**src/hdl/k_transaction_max_profit_defines.svh**
```systemverilog
// assertion macros shared by the rtl
`ifndef K_TRANSACTION_MAX_PROFIT_DEFINES_SVH
`define K_TRANSACTION_MAX_PROFIT_DEFINES_SVH

// same-cycle implication
`define KMP_ASSERT_IMPL(label, clk, rstn, ante, cons) \
    label: assert property (@(posedge clk) disable iff (!rstn) (ante) |-> (cons)) \
        else $error("kmp assertion failed");

// next-cycle implication
`define KMP_ASSERT_NEXT(label, clk, rstn, ante, cons) \
    label: assert property (@(posedge clk) disable iff (!rstn) (ante) |=> (cons)) \
        else $error("kmp assertion failed");

`endif

```
**src/hdl/kmp_ram.sv**
```systemverilog
`default_nettype none

module kmp_ram #(
    parameter int WIDTH = 32,
    parameter int DEPTH = 65
) (
    input  wire logic                     clk,
    input  wire logic                     we,
    input  wire logic [$clog2(DEPTH)-1:0] waddr,
    input  wire logic [WIDTH-1:0]         wdata,
    input  wire logic [$clog2(DEPTH)-1:0] raddr,
    output logic      [WIDTH-1:0]         rdata
);

    logic [WIDTH-1:0] mem [DEPTH];

    always_ff @(posedge clk) begin
        if (we) begin
            mem[waddr] <= wdata;
        end
        rdata <= mem[raddr];
    end

endmodule

`default_nettype wire

```
**config.mk**
```make
export PLATFORM = sky130hd
export DESIGN_NAME = kmp_ram
export DESIGN_NICKNAME = d
export VERILOG_FILES = /design/src/hdl/k_transaction_max_profit_defines.svh /design/src/hdl/kmp_ram.sv
export SDC_FILE = /design/constraint.sdc
export NUM_CORES = 2
export LEC_CHECK = 0
export ABC_CLOCK_PERIOD_IN_PS = 12000
export BUFFER_PORTS_ARGS = -buffer_cell sky130_fd_sc_hd__buf_4
export CORE_ASPECT_RATIO = 1.2
export CORE_UTILIZATION = 67
export DETAILED_ROUTE_END_ITERATION = 16
export PLACE_DENSITY = 0.84
export SLEW_MARGIN = 20
export SYNTH_ARGS = -nofsm -noshare
export SYNTH_HDL_FRONTEND = slang
export SYNTH_SLANG_ARGS = --single-unit
```
**constraint.sdc**
```tcl
create_clock -name clk -period 12 [get_ports clk]
set_input_delay 1.8 -clock clk [delete_from_list [all_inputs] [get_ports clk]]
set_output_delay 1.8 -clock clk [all_outputs]
set_load 0.1 [all_outputs]
```
==> run_results.csv <==
group,metric,value,unit
drt,drt_iter0_drc,6612,
drt,vias_per_cell,7.40,
power_and_ir_drop,irDropWorstVdd,163,uV
synthesis,synth_seq_cells,2112,
power_and_ir_drop,p_int,0.0116,W
floorplanning,rows,139,
drt,drt_wl_total,211000,um
clocking,cts_resized,0,
critical_path,start_kind,"input pin",
critical_path,arrival,6.86,ns
drt,vias,42300,
power_and_ir_drop,swShare,0.216,
drt,drc_errors,0,
critical_path,end_kind,"flop",
synthesis,netlist_area,0.0809,mm2
synthesis,synth_top_area_cell,"edfxtp_1",
global_routing,gr-total-overflow,0,
critical_path,path_max_fanout,89,
synthesis,avgSynthCellArea,20.9,um2
synthesis,yosysWarnings,0,
drt,avgRoutedWirePerCell,36.9,um
power_and_ir_drop,power.share.clock,0.396,
floorplanning,die-area,0.122,mm2
run_status,status,"finished clean",
cells_and_area,fin_util,0.748,
timing,finClkSkew,0.0265,ns
clocking,cts-root-buf,"clkbuf_16",
floorplanning,die_x,319,um
synthesis,synth_common_cells,"edfxtp_1, mux2i_1, mux4_2, a211oi_1",
synthesis,synth_edf_count,2080,
job,maxCapViolCount,0,
clocking,htree_levels,4,
hold_path,hold_class,"flop to flop",
global_routing,groute.usage.overall,0.350,
timing,min_period,6.16,ns
placement,port_buffers,79,
placement,dp_hpwl,107000,um
floorplanning,core_area,0.120,mm2
timing,fmax,162,MHz
synthesis,ys.flop_type,"edfxtp_1",
drt,dr.pass1.iters,8,
clocking,cts_setup_buffers,0,
cells_and_area,areaGrowthSynthToFinish,10.7,%
synthesis,yosys.cell_count.top_type,"edfxtp_1",
synthesis,synth_top_area_share,0.772,
timing,hold_viol_final,0,
synthesis,netlist_instances,3869,
timing,period_share,0.513,
placement,dp_cells,5378,
clocking,clock_path_buffers,3,
power_and_ir_drop,leakagePower,28.6,nW
cells_and_area,nets,4063,
global_routing,grt_pass1_wl,300000,um
critical_path,worstSetupPathType,"input pin to flop",
global_routing,grt_pass1_vias,42900,
cells_and_area,stdcell_area,0.0895,mm2
global_routing,grt_start_max_net_pins,115,
timing,worst_pin_slew,1.32,ns
clocking,numCtsBuffers,186,
power_and_ir_drop,powerDensity,166,mW/mm2
clocking,cts.sinks,2112,
floorplanning,initial_core_util,0.676,
power_and_ir_drop,power.total,0.0148,W
power_and_ir_drop,power_switching,0.00320,W
critical_path,cp.required,12.70,ns
timing,final-setup-viol-count,0,
synthesis,syn_nets,3917,
synthesis,synth_area_leaders,"edfxtp_1, mux4_2, mux2i_1, a211oi_1, nor2b_1",
power_and_ir_drop,p_comb_frac,0.053,
clocking,cts_tree,"yes",
drt,ant_nets,0,
timing,finalMaxSlewViolations,0,
placement,place_area,0.0836,mm2
cells_and_area,layout-drive-gt1-share,0.213,
timing,tns,0,ns
synthesis,yosysSeqAreaShare,0.780,
global_routing,antenna_found_initial,19,
clocking,path_clk_slew,0.06,ns
timing,rsz0062_at_grt,"false",
power_and_ir_drop,power.share.sequential,0.551,
floorplanning,die_height,383,um
clocking,clkLatencyLatePin,0.82,ns
placement,gp_congestion,0.848,
cells_and_area,final-instance-count-excl-fill,5720,
timing,slew_headroom,0.101,
synthesis,synthDistinctLibCells,39,
floorplanning,io_pins,80,
synthesis,synthArstFlopShare,0,
clocking,ctsHoldBuffers,0,
==> registers in the layout, indices dropped and copies added (netlist names) <==
signal,cells
mem,2080
rdata,32
==> metal layers <==
metal | track usage | wire length [um] | up-vias | share of wire
met5 | 0 | 92 | - | 0.00044
met4 | 0.184 | 12400 | 16 | 0.059
met3 | 0.0849 | 28200 | 765 | 0.13
met2 | 0.558 | 102000 | 3773 | 0.48
met1 | 0.454 | 68200 | 21300 | 0.32
li1 | - | - | 16500 | -
==> placed cells by master, fill, tap and decap left out, types with 10 or more instances in the layout <==
cell       Yosys  final
nand3_1       10     10
a31oi_1       32     32
clkinv_2       0     37
o221ai_1      63     63
mux2_2        32     32
clkbuf_8       0     14
mux4_2       320    320
nor2_1        93     36
a2111oi_0     31     25
dfxtp_1       32     32
a221oi_1      32     32
o22a_1        32     32
bufinv_16      0     14
o21ai_0       64     64
clkinv_1       0     33
edfxtp_1    2080   2080
nor2_4         0     56
mux2i_1      384    384
buf_4         14    185
a21oi_1       32     32
nand2_1       40     40
or3_1         33     33
nor2b_1      103    102
clkbuf_1     103     37
clkbuf_16      0    188
a211oi_1     192    190
==> power groups by stage <==
stage          registers [W]  logic (W)  clock network, W
6_report             0.00817   0.000784           0.00588
5_1_grt              0.00817   0.000805           0.00615
2_1_floorplan        0.00840   0.000364                 0
3_3_place_gp         0.00832   0.000732                 0
4_1_cts              0.00817   0.000771           0.00589
3_5_place_dp         0.00833   0.000754                 0
==> worst paths after layout <==
path                                            start                end  slack, ns  depth (start not counted)
worst min-delay path            mem[64][22]$_DFFE_PP_  rdata[22]$_DFF_P_       0.93                          3
worst max-delay path                         raddr[2]  rdata[15]$_DFF_P_       5.84                          9
worst max register to register   mem[6][12]$_DFFE_PP_  rdata[12]$_DFF_P_       8.96                          6
worst min register to register  mem[64][22]$_DFFE_PP_  rdata[22]$_DFF_P_       0.93                          3
==> logic make-up (layout without fill, tap and decap cells) <==
kind of cell	count (synthesis)	count (layout)	synth area share
compound gates	480	480	0.0435
buf+inv	233	531	0.0150
flops	2112	2112	0.780
mux	736	736	0.141
other cells	0	2	0
simple gates	308	308	0.0201
==> through the flow <==
stage	hold slack (ns)	setup slack [ns]
final	0.931	5.84
after global routing	0.934	5.84
after CTS	0.884	6.07
after detailed placement	0.852	5.26
after global placement	0.791	5.38
after floorplan	0.604	6.95
==> critical path, stage by stage <==
cell and delay [ns]:
buf_8 0.66, buf_4 0.91, buf_4 0.71, buf_4 0.79, mux4_2 0.40, nor2b_1 0.14
a211oi_1 0.67, a211oi_1 0.13, or3_1 0.41
==> area by class of cell <==
cell class,count,area (um2)
Clock inverter,101,875
Timing Repair Buffer,191,1480
Antenna cell,2,5.00
Fill cell,5915,30200
Tap cell,1551,1940
Clock buffer,239,5040
Multi-Input combinational cell,1524,17100
Sequential cell,2112,63100
(Power assumes the default switching activity.)
