===== config.mk =====
export PLATFORM = sky130hd
export DESIGN_NAME = kmp_step_unit
export DESIGN_NICKNAME = d
export VERILOG_FILES = /design/src/hdl/k_transaction_max_profit_defines.svh /design/src/hdl/kmp_pkg.sv /design/src/hdl/kmp_step_unit.sv
export SDC_FILE = /design/constraint.sdc
export NUM_CORES = 1
export LEC_CHECK = 0
export ABC_AREA = 1
export BUFFER_PORTS_ARGS = -buffer_cell sky130_fd_sc_hd__buf_4
export CAP_MARGIN = 20
export CORE_UTILIZATION = 49
export DETAILED_ROUTE_END_ITERATION = 8
export PLACE_DENSITY = 0.92
export SYNTH_ARGS = -nofsm -noshare
export SYNTH_HDL_FRONTEND = slang
export SYNTH_SLANG_ARGS = --single-unit

===== constraint.sdc =====
create_clock -name vclk -period 3.4
set_clock_uncertainty 0.2 [all_clocks]
set_input_delay 0.17 -clock vclk [all_inputs]
set_output_delay 0.17 -clock vclk [all_outputs]
set_load 0.01 [all_outputs]

===== src/hdl/k_transaction_max_profit_defines.svh =====
// assertion macros shared by the rtl
`ifndef K_TRANSACTION_MAX_PROFIT_DEFINES_SVH
`define K_TRANSACTION_MAX_PROFIT_DEFINES_SVH

// same-cycle implication
`define KMP_ASSERT_IMPL(label, clk, rstn, ante, cons) \
    label: assert property (@(posedge clk) disable iff (!rstn) (ante) |-> (cons)) \
        else $error("kmp assertion failed");

// next-cycle implication
`define KMP_ASSERT_NEXT(label, clk, rstn, ante, cons) \
    label: assert property (@(posedge clk) disable iff (!rstn) (ante) |=> (cons)) \
        else $error("kmp assertion failed");

`endif


===== src/hdl/kmp_pkg.sv =====
`default_nettype none

package kmp_pkg;

    localparam int MAX_TRANSACTIONS = 64;
    localparam int DEPTH            = MAX_TRANSACTIONS + 1;
    localparam int IDX_W            = $clog2(DEPTH);

    localparam int PRICE_W  = 16;
    localparam int VAL_W    = 32;
    localparam int PROFIT_W = 31;
    localparam int CFG_W    = 7;

    localparam logic [CFG_W-1:0] CFG_RESET = CFG_W'(2);

    typedef logic signed [VAL_W-1:0] val_t;

    localparam val_t PROFIT_MAX = 32'sh7FFF_FFFF;

    typedef struct packed {
        logic [PRICE_W-1:0] price;
        val_t               hold_old;
        logic               hold_ok;
        val_t               flat_old;
        logic               flat_ok;
        val_t               flat_prev;
        logic               flat_prev_ok;
    } step_in_t;

    typedef struct packed {
        logic flat_wr;
        val_t flat_value;
        logic flat_valid;
        logic hold_wr;
        val_t hold_value;
    } step_res_t;

endpackage

`default_nettype wire


===== src/hdl/kmp_step_unit.sv =====
`default_nettype none

module kmp_step_unit (
    input  wire kmp_pkg::step_in_t  step_in,
    output kmp_pkg::step_res_t      step_res
);

    logic signed [kmp_pkg::VAL_W:0] sold_wide;
    kmp_pkg::val_t                  sold;
    kmp_pkg::val_t                  bought;
    logic                           flat_upd;
    logic                           hold_upd;

    always_comb begin
        sold_wide = $signed({step_in.hold_old[kmp_pkg::VAL_W-1], step_in.hold_old})
                  + $signed({{(kmp_pkg::VAL_W + 1 - kmp_pkg::PRICE_W){1'b0}}, step_in.price});
        if (sold_wide > $signed({1'b0, kmp_pkg::PROFIT_MAX})) begin
            sold = kmp_pkg::PROFIT_MAX;
        end else begin
            sold = sold_wide[kmp_pkg::VAL_W-1:0];
        end
        bought = step_in.flat_prev
               - $signed({{(kmp_pkg::VAL_W - kmp_pkg::PRICE_W){1'b0}}, step_in.price});

        flat_upd = step_in.hold_ok && (!step_in.flat_ok || (sold > step_in.flat_old));
        hold_upd = step_in.flat_prev_ok && (!step_in.hold_ok || (bought > step_in.hold_old));

        step_res.flat_wr    = flat_upd;
        step_res.flat_value = flat_upd ? sold : step_in.flat_old;
        step_res.flat_valid = flat_upd || step_in.flat_ok;
        step_res.hold_wr    = hold_upd;
        step_res.hold_value = bought;
    end

endmodule

`default_nettype wire


==> flow_metrics.tcl, run 1 <==
set metrics [dict create \
    outcome "did not finish" \
    stop_stage "global routing (5_1_grt)" \
    error "[ERROR GRT-0232] Routing congestion too high. Check the congestion heatmap in the GUI." \
    dp_hpwl_um 17600 \
    synth-seq-area-share_pct 0 \
    synthAdderAreaFrac_pct 23.1 \
    chipWidth_um 107 \
    pin_count 182 \
    io_buffers 182 \
    post_synth.cell_area_avg_um2 5.87 \
    yosys.area_share.simple_pct 47.3 \
    die_y_um 107 \
    synth-xor-area-share_pct 7.00 \
    grt-ovfl-total 433 \
    synth_top_family_by_area "simple AND/OR/NAND/NOR gates" \
    synth_mux_area_share_pct 0 \
    start_util_pct 51.4 \
    endpoint_type "output port" \
    postSynthCellCount 916 \
    grt_use_total_pct 87.8 \
    synth-compound-area-share_pct 9.93 \
    synth_top_area_share_pct 22.3 \
    syn_nets 1129 \
    cts_hold_buf 0 \
    ys_warn_count 0 \
    synth_cell_type_count 40 \
    place_inst 1412 \
    synth_top_area_cell "ha_1" \
    std_cell_rows 37 \
    grt_max_degree 36 \
    crit_endpoint "step_res[63]" \
    gp_congestion 1.03 \
    synth_area_leaders "ha_1 (22%), nand2_1 (20%), inv_1 (9.5%)" \
    syn-cell-area_um2 5380 \
]
[Yosys cell counts, drive strengths merged (6+ instances only)]
cell	n
nand2	327
nor4	6
inv	140
ha	96
buf	15
o21ai	26
a21oi	65
nor2	68
xnor2	26
xor2	17
nand4	17
nand3	70
nor3	18
[routing by layer]
metal	track usage (%)	overflow
met1	81.7	4
met2	111	305
met3	67.8	7
met4	101	117
met5	21.9	0
[what timing repair did]
| item | in CTS |
|---|---|
| hold endpoints to repair | 0 |
| gates resized for setup | 144 |
| buffers inserted | 19 |
| pin swaps | 17 |
| gates cloned | 6 |
| setup endpoints to repair | 34 |
[cells by family after synthesis]
group	after synthesis
compound gates	100
simple gates	518
fa+ha+maj	98
xor+xnor	43
buf+inv	157
[stage by stage]
step	area, µm²	setup slack (ps)	setup TNS, ps
2_1_floorplan	5540	-91.5	-161
3_3_place_gp	8420	-472	-15480
3_5_place_dp	8420	-755	-24300
4_1_cts	9400	-562	-16920
==> run 2, diff against run 1 <==
Settings changed: CORE_UTILIZATION 49 to 35, PLACE_DENSITY 0.92 to default, PLACE_DENSITY_LB_ADDON from default to 0.15.
Clock period 3.4 ns to 4.4 ns, I/O delays scaled along.
==> run 2 against run 1 <==
  * The run now ends clean
  * Synthesized cell count stayed put
  * Synthesized area stayed put
==> flow_metrics.tcl, run 2 <==
set metrics [dict create \
    fin_util_pct 50.6 \
    ant_nets 0 \
    setup_viol 0 \
    fin_crit_sh_pct 94.6 \
    wire_per_inst_um 13.3 \
    outcome "finished, final reports clean" \
    hold_path_class "in2out" \
    final_area_um2 7460 \
    power.leakage_uw 0.00415 \
    nFlopsAndLatches 0 \
    first_iter_violations 210 \
    crit_fanout 8 \
    regArea_um2 0 \
    start_util_pct 36.4 \
    slowest_stage "fa_2" \
    vias_per_cell 4.77 \
    crit_end "step_res[39]" \
    syn_to_final_growth_pct 38.8 \
    ys_warn_count 0 \
    critPathKind "in2out" \
    std_cell_rows 44 \
    hold_viol 0 \
    dp_hpwl_um 14700 \
    most-common-layout-cells "nand2_1 (274), buf_4 (197), inv_1 (135), ha_1 (81), nor2_1 (64)" \
    die_area_um2 15900 \
    final_common_cell "nand2_1" \
    required_ps 3980 \
    syn-cell-area_um2 5380 \
    layout-drive-gt1-share_pct 30.0 \
    maxCapViolCount 0 \
    chipWidth_um 126 \
    postSynthCellCount 916 \
    firstDrtPassIters 5 \
    post_synth.cell_area_avg_um2 5.87 \
    fin_crit_ps 4160 \
    antenna_found_initial 0 \
    die_y_um 126 \
    synth-seq-area-share_pct 0 \
    grt_use_total_pct 19.8 \
    synth_top_area_cell "ha_1" \
    start_kind "input pin" \
    n_clock_buffer 0 \
    finalMaxSlewViolations 0 \
    core_um2 14800 \
    io_buffers 182 \
    ir_drop_mv 0.0953 \
    end_kind "output pin" \
    cp_common_cell "nand2_2" \
    grt_max_degree 36 \
    drt_wl_total_um 17100 \
    pin_count 182 \
    grt-ovfl-total 0 \
    timing.fmax_mhz 240 \
    num_vias 6157 \
    worstPathArrival_ps 3740 \
    slowest_delay_ps 410 \
    gp_congestion 0.890 \
    yosysMostFrequentCell "nand2_1" \
    tightest_slew_ps 461 \
    first_global_vias 5666 \
    grt_pass1_wl_um 26100 \
    startpoint "step_in[67]" \
    power.density_nw_per_um2 151 \
    worst_slew_margin_rel_pct 69.3 \
    num_antenna_cells 0 \
    placed_area_um2 6920 \
    synth_cell_type_count 40 \
    synth_top_area_share_pct 22.3 \
    yosys-top-cells-count "nand2_1 (287), inv_1 (136), ha_1 (96), nor2_1 (67), a21oi_1 (63)" \
    final_nets 1322 \
    drc 0 \
    synth_area_leaders "ha_1 (22%), nand2_1 (20%), inv_1 (9.5%)" \
    cts_hold_buf 0 \
    syn_nets 1129 \
]
run 2: logic make-up (layout without fill, tap and decap cells):
group	count (synthesis)	count (layout)	share of synthesized area, %
adders and majority gates	98	98	23.1
AOI/OAI and AO/OA	100	100	9.93
buffers and inverters	157	348	12.7
xor gates and xnor gates	43	43	7.00
and+or+nand+nor	518	518	47.3
run 2: what timing repair did:
item / 4_1_cts / 5_1_grt
endpoints found under the setup margin: 0 / 34
hold endpoints to repair: 0 / 0
setup buffers: 0 / 12
resized for setup: 0 / 66
run 2: per-stage QoR:
stage / TNS (ps) / hold slack [ps] / instances / worst slack [ps] / total power [µW]
floorplan: 0 / 334 / 916 / 686 / 665
global placement: 0 / 521 / 1273 / 78.6 / 1030
detailed placement: 0 / 519 / 1273 / 80.4 / 1040
CTS: 0 / 519 / 1273 / 52.3 / 1040
global route: -422 / 539 / 1291 / -31.2 / 1260
finish: 0 / 519 / 1291 / 238 / 1130
run 2: cell type report:
cell class,instances,area [µm²]
Tap cell,184,230
Inverter,141,529
Fill cell,1605,7290
Multi-Input combinational cell,759,5000
Timing Repair Buffer,207,1700
run 2: critical path, delay by kind of cell:
family	cells	cell delay (ps)
and+or+nand+nor	18	1490
buffers and inverters	6	820
adders and majority gates	3	830
AOI/OAI and AO/OA	3	390
run 2: per-layer routing:
| layer | share of wire (%) | GRT usage (%) | wire [µm] | vias to the layer above |
|---|---|---|---|---|
| met2 | 46 | 34.5 | 7920 | 163 |
| met5 | 0 | 0 | 0 | - |
| met4 | 0.92 | 2.20 | 158 | 0 |
| met3 | 4.3 | 1.02 | 737 | 10 |
| met1 | 49 | 27.5 | 8330 | 2633 |
| li1 | - | - | - | 3351 |
run 2: worst min path at each step:
stage,start,end,slack [ps],depth (start not counted)
after CTS,step_in[44],step_res[44],520,4
after global routing,step_in[37],step_res[37],540,4
after global placement,step_in[60],step_res[60],520,4
final,step_in[44],step_res[44],520,4
after detailed placement,step_in[44],step_res[44],520,4
after floorplan,step_in[18],step_res[17],330,1
run 2: report_power, final:
part / internal, µW / switching [µW]
clock: 0 / 0
sequential: 0 / 0
combinational: 515 / 613
total: 515 / 613
Power figures use the tool's default switching activity.
==> run 3, diff against run 2 <==
Settings changed: RECOVER_POWER from default to 100.
==> run 3 against run 2 <==
  * Utilization shrank 1.1 points
  * Routed wire length shrank 0.18%
  * Final area shrank 2.1%
  * Die area is the same
  * Critical path type unchanged
  * Largest cell class unchanged
  * Largest power group unchanged
==> flow_metrics.tcl, run 3 (same netlist as run 2, synthesis figures left out) <==
set metrics [dict create \
    regArea_um2 0 \
    crit_fanout 8 \
    vias_per_cell 4.74 \
    fin_tns_setup_ps 0 \
    final_common_cell "nand2_1" \
    firstDrtPassIters 4 \
    worstPathArrival_ps 3720 \
    cts_hold_buf 0 \
    wire_per_inst_um 13.3 \
    outcome "finished, final reports clean" \
    hold_path_class "in2out" \
    first_iter_violations 221 \
    pin_count 182 \
    power_uw 1090 \
    syn_to_final_growth_pct 35.9 \
    grt_pass1_wl_um 26100 \
    start_util_pct 36.4 \
    critPathKind "in2out" \
    fin_crit_sh_pct 94.0 \
    end_kind "output pin" \
    most-common-layout-cells "nand2_1 (274), buf_4 (171), inv_1 (135), ha_1 (81), nor2_1 (64)" \
    tightest_slew_ps 463 \
    hold_viol 0 \
    io_buffers 182 \
    fillers 1653 \
    maxCapViolCount 0 \
    startpoint "step_in[67]" \
    slowest_stage "fa_2" \
    std_cell_rows 44 \
    nFlopsAndLatches 0 \
    core_um2 14800 \
    gp_congestion 0.890 \
    ant_nets 0 \
    dp_hpwl_um 14700 \
    ir_drop_mv 0.0877 \
    grt-ovfl-total 0 \
    n_clock_buffer 0 \
    crit_end "step_res[57]" \
    timing.fmax_mhz 242 \
    grt_use_total_pct 19.8 \
    die_area_um2 15900 \
    antenna_found_initial 0 \
    finalMaxSlewViolations 0 \
    final_nets 1322 \
    power.leakage_uw 0.00403 \
    die_y_um 126 \
    hold_ws_ps 519 \
    setup_viol 0 \
    num_vias 6117 \
    grt_max_degree 36 \
    power.density_nw_per_um2 149 \
    fin_crit_ps 4140 \
    first_global_vias 5666 \
    chipWidth_um 126 \
    worst_slew_margin_rel_pct 69.1 \
    slowest_delay_ps 410 \
    drc 0 \
    required_ps 3980 \
    drt_wl_total_um 17100 \
    layout-drive-gt1-share_pct 27.6 \
    cp_common_cell "nand2_2" \
    num_antenna_cells 0 \
    start_kind "input pin" \
]
-- run 3: layout make-up --
type               count  area, µm²  area share, %
repair buffers       207       1550           21.2
multi-input cells    759       5000           68.5
well taps            184        230           3.15
inverters            141        529           7.24
-- run 3: worst max-delay path: cells and delay by family --
kind | cells | cell delay [ps]
AO/OA/AOI/OAI | 3 | 380
adder cells (fa/ha/maj) | 3 | 840
AND/OR/NAND/NOR | 18 | 1480
buffers and inverters | 6 | 780
-- run 3: worst min path at each step --
stage | startpoint | end | slack (ps) | cells after the start
finish | step_in[37] | step_res[37] | 520 | 4
global route | step_in[37] | step_res[37] | 540 | 4
CTS | step_in[44] | step_res[44] | 520 | 4
detailed placement | step_in[44] | step_res[44] | 520 | 4
global placement | step_in[60] | step_res[60] | 520 | 4
floorplan | step_in[18] | step_res[17] | 330 | 1
-- run 3: stage by stage --
| step | util (%) | std cells | setup WS [ps] | instance area [µm²] |
|---|---|---|---|---|
| 4_1_cts | 46.9 | 1273 | 52.3 | 6920 |
| 3_5_place_dp | 46.9 | 1273 | 80.4 | 6920 |
| 3_3_place_gp | 46.9 | 1273 | 78.6 | 6920 |
| 6_report | 49.5 | 1291 | 263 | 7310 |
| 5_1_grt | 49.5 | 1291 | -22.4 | 7310 |
| 2_1_floorplan | - | 916 | 686 | 5380 |
-- run 3: power by group --
group / internal (µW) / total [µW] / switching, µW
clock network: 0 / 0 / 0
logic: 479 / 1090 / 611
registers: 0 / 0 / 0
total: 479 / 1090 / 611
-- run 3: timing repair --
action / CTS / global route
setup endpoints to repair: 0 / 34
setup buffers: 0 / 12
gates resized for setup: 0 / 66
-- run 3: routing by layer --
metal  up-vias  routed length, µm  track usage [%]
met5         -                  0                0
met4         0                144             2.20
met3         9                656             1.02
met2       134               7950             34.5
met1      2628               8360             27.5
li1       3346                  -                -
